`src/slpd_pkg.sv`:
```
// Shared types and constants of the sync/length/checksum packet deframer.
package slpd_pkg;

    localparam int BYTE_W     = 8;
    localparam int LEN_W      = 6;
    localparam int IDX_W      = 5;
    localparam int CFG_IDX_W  = 3;
    localparam int RESULT_CAP = 32;

    // Configuration register indexes
    localparam logic [CFG_IDX_W-1:0] CFG_SYNC_FIRST  = 3'd0;
    localparam logic [CFG_IDX_W-1:0] CFG_SYNC_SECOND = 3'd1;
    localparam logic [CFG_IDX_W-1:0] CFG_SYNC_THIRD  = 3'd2;
    localparam logic [CFG_IDX_W-1:0] CFG_SYNC_FOURTH = 3'd3;
    localparam logic [CFG_IDX_W-1:0] CFG_MAX_LENGTH  = 3'd4;

    localparam logic [LEN_W-1:0] MAX_LENGTH_RST = 6'd32;

    typedef enum logic [3:0] {
        S_SYNC0,
        S_SYNC1,
        S_SYNC2,
        S_SYNC3,
        S_LEN,
        S_CMD,
        S_DATA,
        S_CHK,
        S_READ,
        S_LOAD
    } t_state;

    // Controller to datapath
    typedef struct packed {
        logic ld_len;    // length byte taken and within limit
        logic ld_cmd;    // command byte taken
        logic st_data;   // payload byte taken
        logic hunt_clr;  // back to hunting: clear checksum and byte count
        logic rd_start;  // checksum matched: rewind read pointer
        logic out_load;  // load one result into the output register
    } t_cmd;

    // Datapath to controller
    typedef struct packed {
        logic [3:0] sync_hit;  // incoming byte equals sync byte k
        logic       len_ok;    // incoming byte within length limit
        logic       len_zero;  // stored frame length is zero
        logic       data_last; // this payload byte completes the frame
        logic       chk_ok;    // incoming byte equals running OR
        logic       rd_last;   // result being read is the final one
        logic       out_free;  // output register can take a result now
    } t_sts;

endpackage

```
`src/sync_length_packet_deframer_unit.sv`:
```
// Rate: header and payload bytes are taken one per cycle while the frame is parsed.
// After the checksum transfer each result is read from the store in S_READ and
// registered in S_LOAD, which waits while the output register is not free;
// an empty packet releases one result.
// No input byte is taken during the release until the last result is loaded.
// Reset: synchronous, active low; hunting restarts, sync bytes clear, max_length 32.
// The payload store is not cleared; every entry read is written earlier in its frame.
module sync_length_packet_deframer_unit
    import slpd_pkg::*;
#(
    parameter int MAX_PAYLOAD = 32
) (
    input  logic                 i_clk,
    input  logic                 i_rst_n,
    // configuration write port
    input  logic                 i_cfg_we,
    input  logic [CFG_IDX_W-1:0] i_cfg_idx,
    input  logic [BYTE_W-1:0]    i_cfg_wdata,
    // received byte stream
    input  logic                 i_rx_valid,
    output logic                 o_rx_ready,
    input  logic [BYTE_W-1:0]    i_rx_byte,
    // packet result stream
    output logic                 o_pkt_valid,
    input  logic                 i_pkt_ready,
    output logic [BYTE_W-1:0]    o_pkt_command,
    output logic [LEN_W-1:0]     o_pkt_length,
    output logic [BYTE_W-1:0]    o_payload_byte,
    output logic                 o_payload_valid,
    output logic [IDX_W-1:0]     o_payload_index,
    output logic                 o_last_of_packet
);

    t_cmd w_cmd;
    t_sts w_sts;

    // Controller: sync hunt, length/command/data/checksum phases, release sequence
    slpd_ctrl u_ctrl (
        .i_clk      (i_clk),
        .i_rst_n    (i_rst_n),
        .i_rx_valid (i_rx_valid),
        .i_sts      (w_sts),
        .o_rx_ready (o_rx_ready),
        .o_cmd      (w_cmd)
    );

    // Datapath: checksum OR, frame fields, payload store and the result register.
    // The result register lets the next frame start while the last result waits.
    slpd_dpath #(
        .MAX_PAYLOAD (MAX_PAYLOAD)
    ) u_dpath (
        .i_clk            (i_clk),
        .i_rst_n          (i_rst_n),
        .i_cfg_we         (i_cfg_we),
        .i_cfg_idx        (i_cfg_idx),
        .i_cfg_wdata      (i_cfg_wdata),
        .i_rx_byte        (i_rx_byte),
        .i_cmd            (w_cmd),
        .o_sts            (w_sts),
        .i_pkt_ready      (i_pkt_ready),
        .o_pkt_valid      (o_pkt_valid),
        .o_pkt_command    (o_pkt_command),
        .o_pkt_length     (o_pkt_length),
        .o_payload_byte   (o_payload_byte),
        .o_payload_valid  (o_payload_valid),
        .o_payload_index  (o_payload_index),
        .o_last_of_packet (o_last_of_packet)
    );

    // A result is never loaded over one that has not been transferred
    a_no_overwrite: assert property (@(posedge i_clk) disable iff (!i_rst_n)
        w_cmd.out_load |-> w_sts.out_free)
        else $error("result register overwritten");

    // After the final result of a packet the block goes back to hunting
    a_hunt_after_last: assert property (@(posedge i_clk) disable iff (!i_rst_n)
        w_cmd.out_load && w_sts.rd_last |=> o_rx_ready)
        else $error("not hunting after last result");

    // Release starts only on a matching checksum byte transfer
    a_release_on_match: assert property (@(posedge i_clk) disable iff (!i_rst_n)
        w_cmd.rd_start |-> (w_sts.chk_ok && i_rx_valid && o_rx_ready))
        else $error("release without checksum match");

    // No input transfer while results of a packet are being released
    a_no_take_in_release: assert property (@(posedge i_clk) disable iff (!i_rst_n)
        w_cmd.rd_start |=> !o_rx_ready)
        else $error("input taken during release");

endmodule

```
`src/slpd_ctrl.sv`:
```
// Controller state machine: frame parsing and result release sequencing.
module slpd_ctrl
    import slpd_pkg::*;
(
    input  logic i_clk,
    input  logic i_rst_n,
    input  logic i_rx_valid,
    input  t_sts i_sts,
    output logic o_rx_ready,
    output t_cmd o_cmd
);

    t_state r_state;
    t_state n_state;

    always_ff @(posedge i_clk) begin
        if (!i_rst_n) begin
            r_state <= S_SYNC0;
        end else begin
            r_state <= n_state;
        end
    end

    logic w_take;
    assign w_take = i_rx_valid && o_rx_ready;

    always_comb begin
        n_state    = r_state;
        o_cmd      = '0;
        o_rx_ready = 1'b0;
        unique case (r_state)
            S_SYNC0: begin
                o_rx_ready = 1'b1;
                if (w_take) n_state = i_sts.sync_hit[0] ? S_SYNC1 : S_SYNC0;
            end
            S_SYNC1: begin
                o_rx_ready = 1'b1;
                if (w_take) n_state = i_sts.sync_hit[1] ? S_SYNC2 : S_SYNC0;
            end
            S_SYNC2: begin
                o_rx_ready = 1'b1;
                if (w_take) n_state = i_sts.sync_hit[2] ? S_SYNC3 : S_SYNC0;
            end
            S_SYNC3: begin
                o_rx_ready = 1'b1;
                if (w_take) n_state = i_sts.sync_hit[3] ? S_LEN : S_SYNC0;
            end
            S_LEN: begin
                o_rx_ready = 1'b1;
                if (w_take) begin
                    if (i_sts.len_ok) begin
                        o_cmd.ld_len = 1'b1;
                        n_state      = S_CMD;
                    end else begin
                        o_cmd.hunt_clr = 1'b1;
                        n_state        = S_SYNC0;
                    end
                end
            end
            S_CMD: begin
                o_rx_ready = 1'b1;
                if (w_take) begin
                    o_cmd.ld_cmd = 1'b1;
                    n_state      = i_sts.len_zero ? S_CHK : S_DATA;
                end
            end
            S_DATA: begin
                o_rx_ready = 1'b1;
                if (w_take) begin
                    o_cmd.st_data = 1'b1;
                    if (i_sts.data_last) n_state = S_CHK;
                end
            end
            S_CHK: begin
                o_rx_ready = 1'b1;
                if (w_take) begin
                    o_cmd.hunt_clr = 1'b1;
                    if (i_sts.chk_ok) begin
                        o_cmd.rd_start = 1'b1;
                        n_state        = S_READ;
                    end else begin
                        n_state = S_SYNC0;
                    end
                end
            end
            S_READ: begin
                n_state = S_LOAD;
            end
            S_LOAD: begin
                if (i_sts.out_free) begin
                    o_cmd.out_load = 1'b1;
                    n_state        = i_sts.rd_last ? S_SYNC0 : S_READ;
                end
            end
            default: begin
                n_state = S_SYNC0;
            end
        endcase
    end

endmodule

```
`src/slpd_dpath.sv`:
```
// Datapath: config registers, checksum, frame fields, payload store, output register.
module slpd_dpath
    import slpd_pkg::*;
#(
    parameter int MAX_PAYLOAD = 32
) (
    input  logic                 i_clk,
    input  logic                 i_rst_n,
    input  logic                 i_cfg_we,
    input  logic [CFG_IDX_W-1:0] i_cfg_idx,
    input  logic [BYTE_W-1:0]    i_cfg_wdata,
    input  logic [BYTE_W-1:0]    i_rx_byte,
    input  t_cmd                 i_cmd,
    output t_sts                 o_sts,
    input  logic                 i_pkt_ready,
    output logic                 o_pkt_valid,
    output logic [BYTE_W-1:0]    o_pkt_command,
    output logic [LEN_W-1:0]     o_pkt_length,
    output logic [BYTE_W-1:0]    o_payload_byte,
    output logic                 o_payload_valid,
    output logic [IDX_W-1:0]     o_payload_index,
    output logic                 o_last_of_packet
);

    localparam int DEPTH = (MAX_PAYLOAD > RESULT_CAP) ? RESULT_CAP : MAX_PAYLOAD;
    localparam int AW    = (DEPTH > 1) ? $clog2(DEPTH) : 1;
    localparam logic [LEN_W-1:0] CAP = LEN_W'(DEPTH);

    // configuration
    logic [BYTE_W-1:0] r_sync [4];
    logic [LEN_W-1:0]  r_max_len;

    always_ff @(posedge i_clk) begin
        if (!i_rst_n) begin
            r_sync[0] <= '0;
            r_sync[1] <= '0;
            r_sync[2] <= '0;
            r_sync[3] <= '0;
            r_max_len <= MAX_LENGTH_RST;
        end else if (i_cfg_we) begin
            unique case (i_cfg_idx)
                CFG_SYNC_FIRST:  r_sync[0] <= i_cfg_wdata;
                CFG_SYNC_SECOND: r_sync[1] <= i_cfg_wdata;
                CFG_SYNC_THIRD:  r_sync[2] <= i_cfg_wdata;
                CFG_SYNC_FOURTH: r_sync[3] <= i_cfg_wdata;
                CFG_MAX_LENGTH:  r_max_len <= i_cfg_wdata[LEN_W-1:0];
                default: ;
            endcase
        end
    end

    // frame state
    logic [BYTE_W-1:0] r_running_or;
    logic [LEN_W-1:0]  r_frame_len;
    logic [BYTE_W-1:0] r_frame_cmd;
    logic [LEN_W-1:0]  r_bytes_taken;

    always_ff @(posedge i_clk) begin
        if (!i_rst_n) begin
            r_running_or  <= '0;
            r_frame_len   <= '0;
            r_frame_cmd   <= '0;
            r_bytes_taken <= '0;
        end else begin
            if (i_cmd.hunt_clr) begin
                r_running_or  <= '0;
                r_bytes_taken <= '0;
            end else begin
                if (i_cmd.ld_len || i_cmd.ld_cmd || i_cmd.st_data) begin
                    r_running_or <= r_running_or | i_rx_byte;
                end
                if (i_cmd.ld_len) begin
                    r_bytes_taken <= '0;
                end else if (i_cmd.st_data) begin
                    r_bytes_taken <= r_bytes_taken + LEN_W'(1);
                end
            end
            if (i_cmd.ld_len) r_frame_len <= i_rx_byte[LEN_W-1:0];
            if (i_cmd.ld_cmd) r_frame_cmd <= i_rx_byte;
        end
    end

    // payload store, single write and single registered read
    logic [BYTE_W-1:0] r_mem [DEPTH];
    logic [BYTE_W-1:0] r_rd_data;
    logic [AW-1:0]     r_rd_ptr;

    always_ff @(posedge i_clk) begin
        if (i_cmd.st_data) r_mem[r_bytes_taken[AW-1:0]] <= i_rx_byte;
        r_rd_data <= r_mem[r_rd_ptr];
    end

    always_ff @(posedge i_clk) begin
        if (i_cmd.rd_start) begin
            r_rd_ptr <= '0;
        end else if (i_cmd.out_load) begin
            r_rd_ptr <= r_rd_ptr + AW'(1);
        end
    end

    // status
    logic [LEN_W-1:0] w_limit;
    assign w_limit = (r_max_len > CAP) ? CAP : r_max_len;

    always_comb begin
        o_sts.sync_hit[0] = (i_rx_byte == r_sync[0]);
        o_sts.sync_hit[1] = (i_rx_byte == r_sync[1]);
        o_sts.sync_hit[2] = (i_rx_byte == r_sync[2]);
        o_sts.sync_hit[3] = (i_rx_byte == r_sync[3]);
        o_sts.len_ok      = (i_rx_byte <= BYTE_W'(w_limit));
        o_sts.len_zero    = (r_frame_len == '0);
        o_sts.data_last   = ((LEN_W + 1)'(r_bytes_taken) + (LEN_W + 1)'(1))
                            == (LEN_W + 1)'(r_frame_len);
        o_sts.chk_ok      = (i_rx_byte == r_running_or);
        o_sts.rd_last     = (r_frame_len == '0)
                            || ((LEN_W'(r_rd_ptr) + LEN_W'(1)) == r_frame_len);
        o_sts.out_free    = !o_pkt_valid || i_pkt_ready;
    end

    // output register
    always_ff @(posedge i_clk) begin
        if (!i_rst_n) begin
            o_pkt_valid <= 1'b0;
        end else if (i_cmd.out_load) begin
            o_pkt_valid <= 1'b1;
        end else if (i_pkt_ready) begin
            o_pkt_valid <= 1'b0;
        end
    end

    always_ff @(posedge i_clk) begin
        if (i_cmd.out_load) begin
            o_pkt_command    <= r_frame_cmd;
            o_pkt_length     <= r_frame_len;
            o_payload_valid  <= (r_frame_len != '0);
            o_payload_byte   <= (r_frame_len == '0) ? '0 : r_rd_data;
            o_payload_index  <= (r_frame_len == '0) ? '0 : IDX_W'(r_rd_ptr);
            o_last_of_packet <= o_sts.rd_last;
        end
    end

endmodule

```
`config.mk`:
```
export PLATFORM = sky130hd
export DESIGN_NAME = sync_length_packet_deframer_unit
export DESIGN_NICKNAME = d
export VERILOG_FILES = /design/src/slpd_pkg.sv /design/src/sync_length_packet_deframer_unit.sv /design/src/slpd_ctrl.sv /design/src/slpd_dpath.sv
export SDC_FILE = /design/constraint.sdc
export NUM_CORES = 1
export LEC_CHECK = 0
export ABC_CLOCK_PERIOD_IN_PS = 7400
export BUFFER_PORTS_ARGS = -buffer_cell sky130_fd_sc_hd__buf_2
export CAP_MARGIN = 20
export CORE_MARGIN = 2
export CORE_UTILIZATION = 55
export CTS_CLUSTER_SIZE = 24
export DETAILED_ROUTE_END_ITERATION = 16
export PLACE_DENSITY = 0.77
export SLEW_MARGIN = 20
export SYNTH_ARGS = -nofsm -noshare
export SYNTH_HDL_FRONTEND = slang
export SYNTH_HIERARCHICAL = 1
export SYNTH_SLANG_ARGS = --single-unit
export TNS_END_PERCENT = 50
```
`constraint.sdc`:
```
create_clock -name i_clk -period 7.4 [get_ports i_clk]
set_input_delay 1.48 -clock i_clk [delete_from_list [all_inputs] [get_ports i_clk]]
set_output_delay 1.48 -clock i_clk [all_outputs]
set_load 0.005 [all_outputs]
```
# Word-level counts from Yosys, hierarchy flattened
# Memories as Yosys holds them, arrays and structs flattened. A register that Yosys moved wholly into a read port is not among the register bits.
# Cells that the tools add are included.
word_totals:
  register_bits: 73
  ramBits: 288
  inputBits: 24
  out_inout_bits: 31
  word_cells: 134
  n_memories: 2
classes:
  add_sub_neg: 4
  order_cmp: 2
  eq_ne: 30
  n_mux: 60
  bitwise: 6
  n_reduce_logical: 16
mem_list:
  columns: ["name", "depth", "word_bits", "read_ports", "rd_clocked_by_memory_dff", "wr", "line_no", "source"]
  rows:
  - ["u_dpath.r_mem", 32, 8, 1, 1, 1, "slpd_dpath.sv:84", "logic [BYTE_W-1:0] r_mem [DEPTH];"]
  - ["u_dpath.r_sync", 4, 8, 4, 0, 4, "slpd_dpath.sv:30", "logic [BYTE_W-1:0] r_sync [4];"]
op_table:
  columns: ["cell", "n"]
  rows:
  - ["$mux W4", 12]
  - ["$eq A8 B8 Y1", 5]
  - ["$pmux W4 S10", 1]
  - ["$mux W1", 36]
  - ["$mux W8", 4]
  - ["$ne A2 B1 Y1 const B", 10]
  - ["$eq A4 B3 Y1 const B", 4]
  - ["$reduce_and A10 Y1", 1]
  - ["$eq A4 B2 Y1 const B", 2]
  - ["$eq A4 B4 Y1 const B", 2]
  - ["$le A8 B6 Y1", 1]
  - ["$or A8 B8 Y8", 1]
  - ["$reduce_or A8 Y1", 1]
  - ["$add A6 B1 Y7 const B", 1]
  - ["$eq A7 B6 Y1", 1]
  - ["$add A5 B1 Y6 const B", 1]
  - ["$add A6 B1 Y6 const B", 1]
  - ["$eq A3 B2 Y1 const B", 2]
  - ["$eq A6 B6 Y1", 1]
  - ["$gt A6 B6 Y1 const B", 1]
  - ["$logic_not A6 Y1", 1]
  - ["$mux W2", 3]
  - ["$mux W3", 2]
  - ["$mux W6", 1]
  - ["17 further kinds", 23]

# Longest topological paths before layout
depth:
  ltp_word: 8
  mapped_depth: 16
  depth_no_buf: 14

# Cells and area by module
# The synthesis kept the hierarchy.
by_module_without_submodules:
  columns: ["module", "n_inst", "cells_per_inst", "area_each_um2", "seq_area_each_um2"]
  rows:
  - ["slpd_dpath", 1, 946, 14985.6, 10480.1]
  - ["slpd_ctrl", 1, 53, 401.6, 80.1]

# Worst setup path after synthesis
# No wires, ideal clock.
synth_timing:
  path_kind: "input port to flip-flop"
  startpoint: "input i_rx_byte[0]"
  endpoint: "register u_dpath.r_running_or[5]"
  setup_time_ns: 0.079
  arrival_time_ns: 3.853
  slack_ns: 3.468
  stages: 14
  path_buffers: 4
  path_cell_list: "clkbuf_1 inv_1 ha_1 nand4_1 o21ai_0 a211oi_1 nor4_1 nor4b_1 buf_2 or3_1 buf_2 buf_4 nor2_1 a211oi_2"
synth_lines:
  columns: ["element", "line_no", "source"]
  rows:
  - ["start, declared", "sync_length_packet_deframer_unit.sv:22", "input logic [BYTE_W-1:0] i_rx_byte,"]
  - ["end signal, assigned", "slpd_dpath.sv:70", "r_running_or <= r_running_or | i_rx_byte;"]
  - ["end, declared", "slpd_dpath.sv:53", "logic [BYTE_W-1:0] r_running_or;"]

==> results.txt <==
Worst hold path depth - 0
Mapped Avg Cell Area - 15.4 sq um
CP Capture Point - u_dpath/r_running_or[1]
CTS tree - done
N_diodes - 0
First-iteration detailed-routing DRC count - 710
Resized cells post-CTS - 0
Status - finished clean
Vias after detailed routing - 8484
Post-synth ARST share - 0%
Worst R2R Path Depth - 12
Fin util - 61.8%
# fillers - 2007
Cell Area, Synth - 15400 sq um
Final hold vios - 0
Drt wl/cell - 21.5 um
CTS sink count - 369
Pwr dens - 243 nW/um^2
Post-CTS Hold Buffers - 0
Rel. slew slack - 32.1%
Root buffer cell - clkbuf_16
HPWL Detailed - 19200 um
GRT Util Overall - 21.6%
R2R Setup Slk - 3.52 ns
Post-route ant nets - 0
R2r endpoint - u_dpath/r_running_or[1]
Final setup viols - 0
CTS clk-pin slew, worst paths - 0.06 ns
Antenna violations before repair - 0
Worst VDD drop - 141 uV
Worst-margin pin slew - 1.02 ns
Critical Path RT - 7.82 ns
Synth-to-Final Area Change - 11.0%
Worst Setup SP - i_rx_byte[0]
Number of synthesized flops with an enable pin - 317
# nets final - 1085
Primary FF master, synth - edfxtp_1
I/O pins - 55
Post-Layout Inst Area - 17100 sq um
Sequential area share after synthesis - 68.6%
Critical path arrival - 5.31 ns
DRC Markers - 0
Synth Instances - 999
Port bufs - 54
Die area - 29300 sq um
Chip width - 171 um
Min Clock Period, post-route - 4.88 ns
Initial Util - 55.7%
Placed Cells - 1382
Distinct cells, synth - 62
Chip height - 171 um
Commonest non-fill, non-tap cell in the layout - edfxtp_1
Drt first pass iters - 5
Worst r2r src - u_dpath/r_max_len[5]
Skew final - 0.0218 ns
Setup Crit Path Kind - primary input to register
Post-CTS Setup Bufs - 0
Gp weighted congestion - 0.802
Clk buf depth - 3
Fin Setup TNS - 0 ns
Vias in the first global route - 8390
Non-Filler Instances - 1447
Startpoint Class - primary input
FP Rows - 61
Max cap viols - 0
Via density per instance - 5.86
CP Capture Type - register
Clk_lat worst skew - 0.52 ns
Yosys warnings - 6
Total grt overflow - 0
Leakage power - 0.00529 uW
Routed wire length - 31100 um
Ratio of cells with drive above 1 in the final layout - 15.4%
TritonCTS buffer count - 36
Hold Crit Class - register to register
Largest net degree at the start of global routing - 62
Syn nets - 1042
Most frequent cells in the layout - edfxtp_1 (317), mux2i_1 (85), nor2_1 (73)
Unrepaired setup endpoints after global routing - false
Crit path max fanout - 39
First-pass GRT wire length - 47500 um
Placed inst area - 15900 sq um
CORE AREA - 27600 sq um
Peak Freq - 205 MHz
#FFs+latches synth - 369
Fin crit share - 66.0%
Slew Limit Fails - 0
Maximum level of the CTS H-tree - 2
## logic make-up (layout without fill, tap and decap cells)
kind of cell,Yosys count,in the layout,share of synthesized area [%]
and+or+nand+nor,261,261,9.12
xor gates and xnor gates,53,53,3.02
AOI/OAI and AO/OA,94,94,4.61
buffers and inverters,85,155,2.65
muxes,118,118,10.4
adders and majority gates,19,19,1.54
DFF,369,369,68.6
## stage by stage
stage	setup slack, ns	hold WS [ns]	power, uW
2_1_floorplan	3.47	0.406	2360
3_3_place_gp	2.28	0.420	2400
5_1_grt	2.22	0.449	4270
3_5_place_dp	2.18	0.415	2410
6_report	2.52	0.433	4150
4_1_cts	2.64	0.434	4180
## per-layer routing
metal	global-route usage, %	vias up	share of wire (%)
met5	0	-	0
met4	6.67	0	2.8
met3	4.16	64	6.7
met2	36.5	296	50
met1	28.5	4270	41
li1	-	3854	-
## worst min-delay path by stage
stage	slack, ns	from	to
floorplan	0.41	u_dpath/r_frame_len[2]	u_dpath/o_pkt_length[2]
global placement	0.42	u_dpath/r_frame_cmd[7]	u_dpath/o_pkt_command[7]
detailed placement	0.42	u_dpath/r_frame_cmd[4]	u_dpath/o_pkt_command[4]
CTS	0.43	u_dpath/r_frame_cmd[7]	u_dpath/o_pkt_command[7]
global route	0.45	u_dpath/r_frame_cmd[7]	u_dpath/o_pkt_command[7]
finish	0.43	u_dpath/r_frame_cmd[7]	u_dpath/o_pkt_command[7]
## synthesized netlist by cell type (all sizes together), types with 9 or more instances
master	count	share of area, %
nand4	23	0.94
mux2i	85	5.5
a22oi	42	2.0
buf	35	1.4
ha	19	1.5
mux4	32	4.8
inv	27	0.66
nand3	24	0.78
edfxtp	317	62
nand2	26	0.63
nor2	75	1.9
dfxtp	52	6.8
nor2b	24	0.98
a21oi	11	0.36
a211oi	9	0.70
xnor2	45	2.6
and2	47	1.9
clkbuf	23	0.58
## registers in the layout, indices dropped and copies added (netlist names), 4 cells and up
| name | cells |
|---|---|
| u_dpath/r_rd_data | 8 |
| u_dpath/r_running_or | 8 |
| u_dpath/o_pkt_command | 8 |
| u_ctrl/r_state | 4 |
| u_dpath/r_frame_cmd | 8 |
| u_dpath/r_sync | 32 |
| u_dpath/o_pkt_length | 6 |
| u_dpath/r_bytes_taken | 6 |
| u_dpath/o_payload_byte | 8 |
| u_dpath/o_payload_index | 5 |
| u_dpath/r_mem | 256 |
| u_dpath/r_rd_ptr | 5 |
| u_dpath/r_max_len | 6 |
| u_dpath/r_frame_len | 6 |
## area by class of cell
type | count | area (sq um) | share of cell area, %
inverter | 27 | 101 | 0.593
sequential | 369 | 10600 | 61.9
tap | 378 | 473 | 2.77
timing repair buffer | 63 | 338 | 1.98
clock buffer | 52 | 1000 | 5.86
clock inverter | 13 | 151 | 0.887
multi-input combinational | 545 | 4450 | 26.0
## critical path: stages
cell and delay, ns:
buf_2 0.61, inv_1 0.15, ha_1 0.33, nand4_1 0.08, o21ai_0 0.11, a211oi_1 0.08, nor4_1 0.51, nor4b_2 0.92
or3_1 0.66, nor2_1 0.13, a211oi_2 0.22
## power breakdown
group / switching (uW) / leakage (uW) / internal, uW
clock network: 739 / 0.000565 / 1050
logic: 61.6 / 0.00148 / 30.3
registers: 5.68 / 0.00325 / 2260
total: 807 / 0.00529 / 3340
(Power assumes the default switching activity.)
